$ cat src/sv/nbps_pkg.sv
`default_nettype none
// ----------------------------------------------------------------------------
// nbps_pkg
// Shared types, constants and helpers of the nearest boundary point search.
// ----------------------------------------------------------------------------
package nbps_pkg;

    // Fixed point format of q and a
    localparam int FRAC_BITS = 16;

    // Field widths
    localparam int Q_W     = 20;   // grid q, max_q
    localparam int PT_W    = 21;   // operating point coordinates
    localparam int A_W     = 17;   // boundary a
    localparam int D_W     = 22;   // signed coordinate differences
    localparam int DSQ_W   = 44;   // squared distance
    localparam int SQ_W    = 45;   // square root working width
    localparam int STEP_W  = 13;
    localparam int WIN_W   = 16;
    localparam int FSTEP_W = 9;
    localparam int P_W     = 16;   // powers of q
    localparam int QUO_W   = 14;   // linear segment quotient
    localparam int NUM_W   = 34;   // linear segment numerator
    localparam int CNT_W   = 5;

    localparam int S_TDATA_W = 48;
    localparam int M_TDATA_W = 104;
    localparam int CFG_IDX_W = 2;
    localparam int CFG_DAT_W = 20;

    // Segment limits of the boundary curve
    localparam int Q_LOW_LIM = (4 << FRAC_BITS) / 10;
    localparam int Q_MID_LIM = (706 << FRAC_BITS) / 1000;
    // Degree-8 series value at the upper segment limit
    localparam logic [QUO_W-1:0] A0 = QUO_W'(15530);

    // Iteration counts of the shared multi-cycle units
    localparam int DIV_ITERS  = QUO_W;
    localparam int SQRT_ITERS = DSQ_W / 2;
    localparam logic [SQ_W-1:0] SQRT_BIT0 = SQ_W'(1) << (DSQ_W - 2);

    // Register reset values
    localparam logic [Q_W-1:0]     MAX_Q_RST      = Q_W'(59507);
    localparam logic [STEP_W-1:0]  GRID_PITCH_RST = STEP_W'(66);
    localparam logic [WIN_W-1:0]   FINE_SPAN_RST  = WIN_W'(655);
    localparam logic [FSTEP_W-1:0] FINE_PITCH_RST = FSTEP_W'(1);

    // Register indexes
    localparam logic [CFG_IDX_W-1:0] REG_MAX_Q      = 2'd0;
    localparam logic [CFG_IDX_W-1:0] REG_GRID_PITCH = 2'd1;
    localparam logic [CFG_IDX_W-1:0] REG_FINE_SPAN  = 2'd2;
    localparam logic [CFG_IDX_W-1:0] REG_FINE_PITCH = 2'd3;

    // Datapath commands
    typedef enum logic [4:0] {
        CMD_NONE,
        CMD_LOAD,
        CMD_FINE_INIT,
        CMD_P2,
        CMD_P4,
        CMD_P6,
        CMD_P8,
        CMD_T6,
        CMD_T8,
        CMD_Q,
        CMD_SERIES,
        CMD_LINE_NUM,
        CMD_DIV_STEP,
        CMD_LINE_DONE,
        CMD_DQSQ,
        CMD_DASQ,
        CMD_CMP,
        CMD_SQRT_INIT,
        CMD_SQRT_STEP,
        CMD_PUBLISH
    } cmd_t;

    // Controller states
    typedef enum logic [4:0] {
        ST_IDLE,
        ST_EVAL,
        ST_P2,
        ST_P4,
        ST_P6,
        ST_P8,
        ST_T6,
        ST_T8,
        ST_Q,
        ST_SERIES,
        ST_LINE_NUM,
        ST_DIV,
        ST_LINE_DONE,
        ST_DQSQ,
        ST_DASQ,
        ST_CMP,
        ST_FINE_INIT,
        ST_SQRT_INIT,
        ST_SQRT,
        ST_PUBLISH
    } state_t;

    // Datapath status
    typedef struct packed {
        logic is_line;    // grid point lies on the linear segment
        logic scan_end;   // next grid point would pass the window end
        logic out_busy;   // result register still held
    } status_t;

    // Floor division by 9 through a reciprocal, exact below 2^13
    function automatic logic [9:0] div9(input logic [12:0] n);
        logic [29:0] prod;
        prod = {17'd0, n} * 30'd116509;
        return prod[29:20];
    endfunction

endpackage
`default_nettype wire

$ cat src/sv/nbps_ctrl.sv
`default_nettype none
// ----------------------------------------------------------------------------
// nbps_ctrl
// Sequencer of the search: steps each grid point through the boundary
// evaluation, distance and compare, then the square root and the result.
// ----------------------------------------------------------------------------
module nbps_ctrl (
    input  wire logic             aclk,
    input  wire logic             aresetn,
    input  wire logic             s_tvalid,
    output logic                  s_tready,
    input  wire nbps_pkg::status_t status,
    output nbps_pkg::cmd_t        cmd
);
    import nbps_pkg::*;

    state_t            state_reg, state_next;
    logic              fine_reg;
    logic [CNT_W-1:0]  cnt_reg;

    // State and phase registers
    always_ff @(posedge aclk) begin
        if (!aresetn) begin
            state_reg <= ST_IDLE;
            fine_reg  <= 1'b0;
            cnt_reg   <= '0;
        end else begin
            state_reg <= state_next;
            if (state_reg == ST_IDLE)
                fine_reg <= 1'b0;
            else if (state_reg == ST_FINE_INIT)
                fine_reg <= 1'b1;
            if (state_reg == ST_DIV || state_reg == ST_SQRT)
                cnt_reg <= cnt_reg + CNT_W'(1);
            else
                cnt_reg <= '0;
        end
    end

    // Next state
    always_comb begin
        state_next = state_reg;
        case (state_reg)
            ST_IDLE:      if (s_tvalid) state_next = ST_EVAL;
            ST_EVAL:      state_next = status.is_line ? ST_LINE_NUM : ST_P2;
            ST_P2:        state_next = ST_P4;
            ST_P4:        state_next = ST_P6;
            ST_P6:        state_next = ST_P8;
            ST_P8:        state_next = ST_T6;
            ST_T6:        state_next = ST_T8;
            ST_T8:        state_next = ST_Q;
            ST_Q:         state_next = ST_SERIES;
            ST_SERIES:    state_next = ST_DQSQ;
            ST_LINE_NUM:  state_next = ST_DIV;
            ST_DIV: begin
                if (cnt_reg == CNT_W'(DIV_ITERS - 1)) state_next = ST_LINE_DONE;
            end
            ST_LINE_DONE: state_next = ST_DQSQ;
            ST_DQSQ:      state_next = ST_DASQ;
            ST_DASQ:      state_next = ST_CMP;
            ST_CMP: begin
                if (!status.scan_end)
                    state_next = ST_EVAL;
                else if (!fine_reg)
                    state_next = ST_FINE_INIT;
                else
                    state_next = ST_SQRT_INIT;
            end
            ST_FINE_INIT: state_next = ST_EVAL;
            ST_SQRT_INIT: state_next = ST_SQRT;
            ST_SQRT: begin
                if (cnt_reg == CNT_W'(SQRT_ITERS - 1)) state_next = ST_PUBLISH;
            end
            ST_PUBLISH:   if (!status.out_busy) state_next = ST_IDLE;
            default:      state_next = ST_IDLE;
        endcase
    end

    // Command outputs
    always_comb begin
        cmd      = CMD_NONE;
        s_tready = 1'b0;
        case (state_reg)
            ST_IDLE: begin
                s_tready = 1'b1;
                if (s_tvalid) cmd = CMD_LOAD;
            end
            ST_P2:        cmd = CMD_P2;
            ST_P4:        cmd = CMD_P4;
            ST_P6:        cmd = CMD_P6;
            ST_P8:        cmd = CMD_P8;
            ST_T6:        cmd = CMD_T6;
            ST_T8:        cmd = CMD_T8;
            ST_Q:         cmd = CMD_Q;
            ST_SERIES:    cmd = CMD_SERIES;
            ST_LINE_NUM:  cmd = CMD_LINE_NUM;
            ST_DIV:       cmd = CMD_DIV_STEP;
            ST_LINE_DONE: cmd = CMD_LINE_DONE;
            ST_DQSQ:      cmd = CMD_DQSQ;
            ST_DASQ:      cmd = CMD_DASQ;
            ST_CMP:       cmd = CMD_CMP;
            ST_FINE_INIT: cmd = CMD_FINE_INIT;
            ST_SQRT_INIT: cmd = CMD_SQRT_INIT;
            ST_SQRT:      cmd = CMD_SQRT_STEP;
            ST_PUBLISH:   if (!status.out_busy) cmd = CMD_PUBLISH;
            default:      cmd = CMD_NONE;
        endcase
    end

endmodule
`default_nettype wire

$ cat config.mk
export PLATFORM = sky130hd
export DESIGN_NAME = nbps_ctrl
export DESIGN_NICKNAME = d
export VERILOG_FILES = /design/src/sv/nbps_pkg.sv /design/src/sv/nbps_ctrl.sv
export SDC_FILE = /design/constraint.sdc
export NUM_CORES = 1
export LEC_CHECK = 0
export BUFFER_PORTS_ARGS = -buffer_cell sky130_fd_sc_hd__buf_2
export CAP_MARGIN = 20
export CORE_MARGIN = 3
export CORE_UTILIZATION = 45
export CTS_BUF_LIST = sky130_fd_sc_hd__clkbuf_4
export DETAILED_ROUTE_END_ITERATION = 10
export PLACE_DENSITY = 0.78
export REMOVE_ABC_BUFFERS = 1
export SYNTH_ARGS = -nofsm -noshare
export SYNTH_HDL_FRONTEND = slang
export SYNTH_SLANG_ARGS = --single-unit
$ cat constraint.sdc
create_clock -name aclk -period 3.1 [get_ports aclk]
set_input_delay 0 -clock aclk [delete_from_list [all_inputs] [get_ports aclk]]
set_output_delay 0 -clock aclk [all_outputs]
set_load 0.01 [all_outputs]
; Yosys cells after proc, flatten, opt, wreduce, memory -nomap -nowiden
; Cells that the tools add are included.
[classes]
n_addsub = 1
eq_ne = 25
n_mux = 12
bitwise_logic = 1
reduce_logical = 6
[op_table]
columns = operator, count
row1 = $pmux 5 s19, 2
row2 = $eq 5x4->1 const B, 9
row3 = $mux 5, 6
row4 = $eq 5x5->1 const B, 5
row5 = $eq 5x3->1 const B, 4
row6 = $eq 5x2->1 const B, 2
row7 = $add 5x1->5 const B, 1
row8 = $eq 5x1->1 const B, 1
row9 = $logic_not 5->1, 1
row10 = $mux 4, 1
row11 = $ne 2x1->1 const B, 2
row12 = $ne 2x2->1 const B, 2
row13 = $reduce_and 4->1, 1
row14 = $reduce_or 2->1, 2
row15 = $mux 1, 3
row16 = $reduce_and 2->1, 1
row17 = $logic_or 1x1->1, 1
row18 = $not 1->1, 1
[word_totals]
ff_bits = 11
out_inout_bits = 6
elab_cells = 48

; Depth between registers and ports, before layout
; Gate-level depths: netlist (run 1).
[logic_depth]
ltp_word = 3
depth_mapped = 5
depth_no_buf = 5

; Worst setup path before layout (run 1)
; OpenSTA, ideal clock, no wires.
[synth_path]
path_kind = register -> register
startpoint = register state_reg[2]
endpoint = register state_reg[0]
setup_time_ns = 0.118
arrival_time_ns = 1.198
t_required_ns = 2.982
setup_slack_ns = 1.784
stages_incl_launch_ff = 5
synth_period_minus_slack_ns = 1.316
path_cell_list = dfxtp_1 -> or4_4 -> o31ai_2 -> a21o_1 -> o2bb2ai_1
[synth_via]
elab_chain_len = 3
[synth_rtl]
columns = item, line
row1 = "start, declared", nbps_ctrl.sv:17  ; state_t state_reg, state_next;
row2 = "start signal, assigned", nbps_ctrl.sv:28  ; state_reg <= state_next;
row3 = "$eq 5x4->1, or another cell as far along", nbps_ctrl.sv:43  ; case (state_reg)
row4 = "$reduce_or 2->1 (no line), or another cell as far along", -
row5 = $pmux 5 s19 or $reduce_and 4->1 (tied branches), -
; Parallel ways exist; a longest one is shown, timed or not.
; A chain may end at the register's enable or synchronous reset.

; Final worst setup path (run 1)
[layout_path]
startpoint = register state_reg[4]
endpoint = output cmd[4]
[layout_via]
elab_chain_len = 2
[layout_rtl]
columns = item, line
row1 = "$eq 5x5->1, or another cell as far along", nbps_ctrl.sv:83  ; case (state_reg)
row2 = $pmux 5 s19 (*), nbps_ctrl.sv:83
row3 = "end, declared", nbps_ctrl.sv:13  ; output nbps_pkg::cmd_t cmd
; Every way passes the cells marked *; elsewhere a longest branch is shown, timed or not.

==> results of run 1 <==
==> metal layers <==
layer	vias up	GRT usage, %	part of all wire (%)
li1	345	-	-
met1	300	22.5	52
met2	15	24.5	41
met3	2	5.53	5.5
met4	0	7.39	0.95
met5	-	0	0
==> area by class of cell <==
class / count / area, um2 / share of cell area (%)
clock buffer: 4 / 30.0 / 3.75
tap: 15 / 18.8 / 2.34
timing repair buffer: 11 / 55.1 / 6.87
multi-input combinational: 71 / 465 / 58.1
inverter: 3 / 11.3 / 1.41
sequential: 11 / 220 / 27.5
==> final timing paths <==
kind                                    from            to  slack [ps]  cells after the start
worst max-delay path            state_reg[4]        cmd[4]        1470                      4
worst min-delay path                 aresetn  state_reg[4]          30                      2
worst max register to register  state_reg[3]    cnt_reg[2]        1500                      4
worst min register to register    cnt_reg[0]    cnt_reg[0]         470                      1
==> synth_stat cells <==
| cell | count |
|---|---|
| or2_1 | 1 |
| ha_1 | 2 |
| o2bb2ai_1 | 1 |
| buf_2 | 4 |
| a221oi_1 | 1 |
| o22ai_1 | 2 |
| a21oi_1 | 5 |
| xnor2_1 | 2 |
| o31ai_1 | 1 |
| nor2_1 | 10 |
| nand3b_1 | 1 |
| o21a_1 | 1 |
| nor2b_1 | 4 |
| a211o_1 | 1 |
| and2_1 | 1 |
| nand2_1 | 4 |
| o221ai_1 | 1 |
| nor4b_1 | 1 |
| or2b_1 | 1 |
| nor3_1 | 3 |
| and3b_1 | 1 |
| dfxtp_1 | 11 |
| o21ai_1 | 1 |
| a211oi_1 | 1 |
| or3b_4 | 1 |
| nand3_1 | 6 |
| and2b_1 | 1 |
| nand4_1 | 1 |
| o31ai_2 | 1 |
| clkbuf_1 | 1 |
| a31oi_1 | 1 |
| o21ai_0 | 4 |
| inv_1 | 3 |
| or4_4 | 1 |
| mux2i_1 | 1 |
| nor2_4 | 1 |
| xor2_1 | 3 |
| a21o_1 | 2 |
| nand4b_1 | 2 |
==> layout by cell type (no fill, tap or decap), types with 2 or more instances in the layout <==
cell type	instances
o21ai_0	4
o22ai_1	2
a21o_1	2
a21oi_1	5
xnor2_1	2
clkbuf_4	4
nor2b_1	4
xor2_1	3
nor2_1	10
dfxtp_1	11
nand3_1	6
nor3_1	3
buf_2	11
ha_1	2
inv_1	3
nand4b_1	2
nand2_1	4
==> logic make-up (layout without fill, tap and decap cells) <==
logic type,after synthesis,in the layout,synth area share (%)
adders and majority gates,2,2,3.47
buffers and inverters,8,18,4.86
DFF,11,11,30.6
and+or+nand+nor,40,40,32.3
AOI/OAI and AO/OA,23,23,21.4
xor gates and xnor gates,5,5,6.08
muxes,1,1,1.39
==> power by group through the flow <==
| stage | Combinational [mW] | Sequential, mW | Clock, mW |
|---|---|---|---|
| global placement | 0.289 | 0.242 | 0 |
| floorplan | 0.219 | 0.222 | 0 |
| global route | 0.327 | 0.252 | 0.115 |
| CTS | 0.294 | 0.240 | 0.106 |
| finish | 0.294 | 0.242 | 0.101 |
| detailed placement | 0.294 | 0.242 | 0 |
==> impl_metrics.env, run 1 <==
export IMPL_status="completed"
export IMPL_cts_buffers=3
export IMPL_cp_top_family="flip-flops"
export IMPL_p_per_area_nw_per_um2=796
export IMPL_core_area_um2=1400
export IMPL_rows=13
export IMPL_antenna_found_initial=0
export IMPL_dpl_cell_area_um2=771
export IMPL_yosys_warnings=0
export IMPL_fin_crit_sh_pct=52.7
export IMPL_seq_power_share_pct=38.0
export IMPL_fmax_mhz=612
export IMPL_dr_pass1_iters=4
export IMPL_htree_levels=1
export IMPL_syn_to_final_growth_pct=11.1
export IMPL_grt_ovfl_total=0
export IMPL_portBuffers=11
export IMPL_syn_avg_cell_area_um2=8.01
export IMPL_slew_viol_final=0
export IMPL_cts_resized=0
export IMPL_power_leakage_nw=0.317
export IMPL_internal_power_mw=0.366
export IMPL_cp_max_fo=17
export IMPL_grt_max_degree=18
export IMPL_grt_pass1_wl_mm=2.53
export IMPL_ant_nets=0
export IMPL_synth_distinct_cells=39
export IMPL_skew_ps=1.46
export IMPL_cp_arrival_ps=1630
export IMPL_timing_final_ws_setup_ps=1470
export IMPL_yosysTopAreaCell="dfxtp_1"
export IMPL_dp_cells=111
export IMPL_ir_drop_uv=587
export IMPL_clkPwrFrac_pct=15.9
export IMPL_num_vias=662
export IMPL_fin_setup_tns_ps=0
export IMPL_cts_setup_buffers=0
export IMPL_power_mw=0.637
export IMPL_slowest_delay_ps=650
export IMPL_synth_seq_cells=11
export IMPL_pwr_share_comb_pct=46.1
export IMPL_critPathKind="reg2out"
export IMPL_switching_share_pct=42.5
export IMPL_finalInstanceArea_um2=801
export IMPL_dieWidth_um=46.0
export IMPL_fin_util_pct=57.2
export IMPL_place_congestion=0.785
export IMPL_synth_area_um2=721
export IMPL_insertion_delay_ps=260
export IMPL_switchingPower_mw=0.271
export IMPL_io_pins=12
export IMPL_chipHeight_um=46.0
export IMPL_synth_area_leaders="dfxtp_1 (31%), nor2_1 (5.2%), nand3_1 (4.2%), xor2_1 (3.6%), a21oi_1 (3.5%)"
export IMPL_clk_path_buf_depth=2
export IMPL_hp_class="in2reg"
export IMPL_fin_nets=109
export IMPL_crit_path_top_delay_cell="dfxtp_1"
export IMPL_drtIter0Drc=28
export IMPL_synth_top_area_share_pct=30.6
export IMPL_cp_start_kind="flop"
export IMPL_hold_viol_final=0
export IMPL_worstMarginPinSlew_ps=529
export IMPL_cp_required_ps=3100
export IMPL_dp_slack_ps=1530
export IMPL_clock_sinks=11
export IMPL_clock_root_buffer="clkbuf_4"
export IMPL_rsz0062_at_grt="false"
export IMPL_layoutNonFillerInstCount=115
export IMPL_cts_tree="built"
export IMPL_crit_buf_inv=1
export IMPL_timing_hold_ws_ps=34.8
export IMPL_fillerInstances=126
export IMPL_ctsHoldBuffers=0
export IMPL_vias_per_cell=5.76
export IMPL_hpwl_mm=1.11
export IMPL_routedWlPerCell_um=12.7
export IMPL_drt_total_wl_mm=1.47
export IMPL_track_usage_pct=16.9
export IMPL_dieArea_um2=2120
export IMPL_start_util_pct=51.5
export IMPL_ys_seq_area_share_pct=30.6
export IMPL_grt_pass1_vias=597
export IMPL_endpoint_kind="primary output"
export IMPL_maxCapViolations=0
export IMPL_n_antenna_cell=0
export IMPL_crit_chain="nor4b_1 > a31oi_1 > o21ai_0 > buf_2"
export IMPL_clk_pin_slew_ps=60
export IMPL_drc=0
export IMPL_drive_above_1_share_pct=19.0
export IMPL_setup_violations=0
export IMPL_relSlewSlack_pct=64.7
export IMPL_period_needed_ps=1630
export IMPL_syn_inst=90
(Power assumes the default switching activity.)
==> run 2, diff against run 1 <==
--- a/config.mk
+++ b/config.mk
@@ -11,7 +11,7 @@
 export CORE_UTILIZATION = 45
 export CTS_BUF_LIST = sky130_fd_sc_hd__clkbuf_4
 export DETAILED_ROUTE_END_ITERATION = 10
-export PLACE_DENSITY = 0.78
+export PLACE_DENSITY = 0.81
 export REMOVE_ABC_BUFFERS = 1
 export SYNTH_ARGS = -nofsm -noshare
 export SYNTH_HDL_FRONTEND = slang
==> constraint.sdc (replaced) <==
create_clock -name aclk -period 1.5 [get_ports aclk]
set_input_delay 0 -clock aclk [delete_from_list [all_inputs] [get_ports aclk]]
set_output_delay 0 -clock aclk [all_outputs]
set_load 0.01 [all_outputs]
==> run 2 against run 1 <==
Against the previous run: via count increased by 9.1%; final area up 11%; setup slack worse by 1400 ps; clock skew rose by 4.7 ps; clock-buffer cell count unchanged; global-route usage up 1.2 points; sequential power grew 92%; critical endpoint is now state_reg[0]; largest power group unchanged; non-clock buffer count increased by 9; worst hold slack improved by 1.6 ps; register-to-register slack worse by 1400 ps.
==> impl_metrics.env, run 2 (synthesis gave the netlist of run 1 again) <==
export IMPL_use_met1_pct=24.5
export IMPL_drive_above_1_share_pct=29.4
export IMPL_fin_setup_tns_ps=0
export IMPL_critPathKind="reg2reg"
export IMPL_core_area_um2=1400
export IMPL_switchingPower_mw=0.607
export IMPL_skew_ps=6.13
export IMPL_drt_total_wl_mm=1.64
export IMPL_insertion_delay_ps=270
export IMPL_layoutNonFillerInstCount=124
export IMPL_dr_pass1_iters=4
export IMPL_clock_root_buffer="clkbuf_4"
export IMPL_ctsHoldBuffers=0
export IMPL_fmax_mhz=708
export IMPL_final_common_cell="buf_2"
export IMPL_cts_buffers=3
export IMPL_cp_arrival_ps=1570
export IMPL_grt_pass1_wl_mm=2.73
export IMPL_clkPwrFrac_pct=14.4
export IMPL_slowest_delay_ps=540
export IMPL_hpwl_mm=1.27
export IMPL_chipHeight_um=46.0
export IMPL_power_mw=1.48
export IMPL_worstMarginPinSlew_ps=336
export IMPL_htree_levels=1
export IMPL_endpoint_kind="flop"
export IMPL_grt_ovfl_total=0
export IMPL_hp_class="in2reg"
export IMPL_routedWlPerCell_um=13.3
export IMPL_fin_crit_sh_pct=94.2
export IMPL_vias_per_cell=5.82
export IMPL_pwr_share_comb_pct=54.1
export IMPL_crit_path_top_delay_cell="or4_4"
export IMPL_crit_chain="or4_4 > o31ai_2 > a21o_1 > o2bb2ai_1"
export IMPL_setup_violations=0
export IMPL_grt_pass1_vias=614
export IMPL_n_antenna_cell=0
export IMPL_num_vias=722
export IMPL_switching_share_pct=41.2
export IMPL_timing_final_ws_setup_ps=87.6
export IMPL_clock_sinks=11
export IMPL_dieWidth_um=46.0
export IMPL_grt_util_met2_pct=28.0
export IMPL_portBuffers=11
export IMPL_status="completed"
export IMPL_p_per_area_nw_per_um2=1650
export IMPL_grt_use_met3_pct=5.93
export IMPL_maxCapViolations=0
export IMPL_io_pins=12
export IMPL_cp_required_ps=1660
export IMPL_clk_pin_slew_ps=70
export IMPL_power_leakage_nw=0.366
export IMPL_internal_power_mw=0.869
export IMPL_hold_viol_final=0
export IMPL_period_needed_ps=1410
export IMPL_track_usage_pct=18.1
export IMPL_dieArea_um2=2120
export IMPL_crit_start="state_reg[3]"
export IMPL_fin_nets=118
export IMPL_antenna_found_initial=0
export IMPL_drc=0
export IMPL_rows=13
export IMPL_drtIter0Drc=23
export IMPL_relSlewSlack_pct=77.4
export IMPL_grt_max_degree=11
export IMPL_dp_cells=120
export IMPL_syn_to_final_growth_pct=23.8
export IMPL_dp_slack_ps=55.3
export IMPL_ir_drop_uv=909
export IMPL_start_util_pct=51.5
export IMPL_final_cell_mix="buf_2 (11), nor2_1 (10), buf_4 (9)"
export IMPL_ant_nets=0
export IMPL_timing_hold_ws_ps=36.4
export IMPL_reg2reg_from="state_reg[3]"
export IMPL_top_usage_layer="met2"
export IMPL_cts_tree="built"
export IMPL_rsz0062_at_grt="true"
export IMPL_cp_start_kind="flop"
export IMPL_seq_power_share_pct=31.5
export IMPL_slew_viol_final=0
export IMPL_cts_setup_buffers=0
export IMPL_clk_path_buf_depth=2
export IMPL_cp_max_fo=7
export IMPL_hold_start="aresetn"
export IMPL_place_congestion=0.912
[run 2: cell type report]
type	instances	area [um2]
clock buffers	4	30.0
fillers	122	507
inverters	3	11.3
multi-input cells	71	480
flip-flops and latches	11	229
well taps	15	18.8
repair buffers	20	123
[run 2: final timing paths]
kind                                     end  slack, ps  cells past startpoint
worst max-delay path            state_reg[0]         90                      4
worst min register to register    cnt_reg[0]        470                      1
worst min-delay path            state_reg[1]         40                      3
worst max register to register  state_reg[0]         90                      4
[run 2: per-stage QoR]
stage	utilization [%]	cell area [um2]
6_report	63.8	892
3_5_place_dp	59.9	838
4_1_cts	62.6	876
3_3_place_gp	59.9	838
2_1_floorplan	-	697
5_1_grt	63.8	892
[run 2: power by group through the flow]
| stage | combinational (mW) | clock [mW] | sequential, mW |
|---|---|---|---|
| floorplan | 0.453 | 0 | 0.459 |
| global placement | 0.772 | 0 | 0.426 |
| detailed placement | 0.782 | 0 | 0.431 |
| CTS | 0.788 | 0.222 | 0.433 |
| global route | 0.891 | 0.236 | 0.474 |
| finish | 0.798 | 0.213 | 0.465 |
[run 2: what timing repair did]
action                                  4_1_cts  5_1_grt
pin swaps                                     0        1
resized for setup                             2        6
endpoints found under the setup margin        1       10
[run 2: layer usage]
metal  vias up  wire length, um
li1        366                -
met5         -                0
met4         0                6
met2        26              763
met3         2              118
met1       328              756
[run 2: worst max-delay path, delay by kind of cell, from the launching register on]
family | cells | cell delay [ps]
AO/OA/AOI/OAI | 3 | 400
flip-flops | 1 | 370
AND/OR/NAND/NOR | 1 | 540
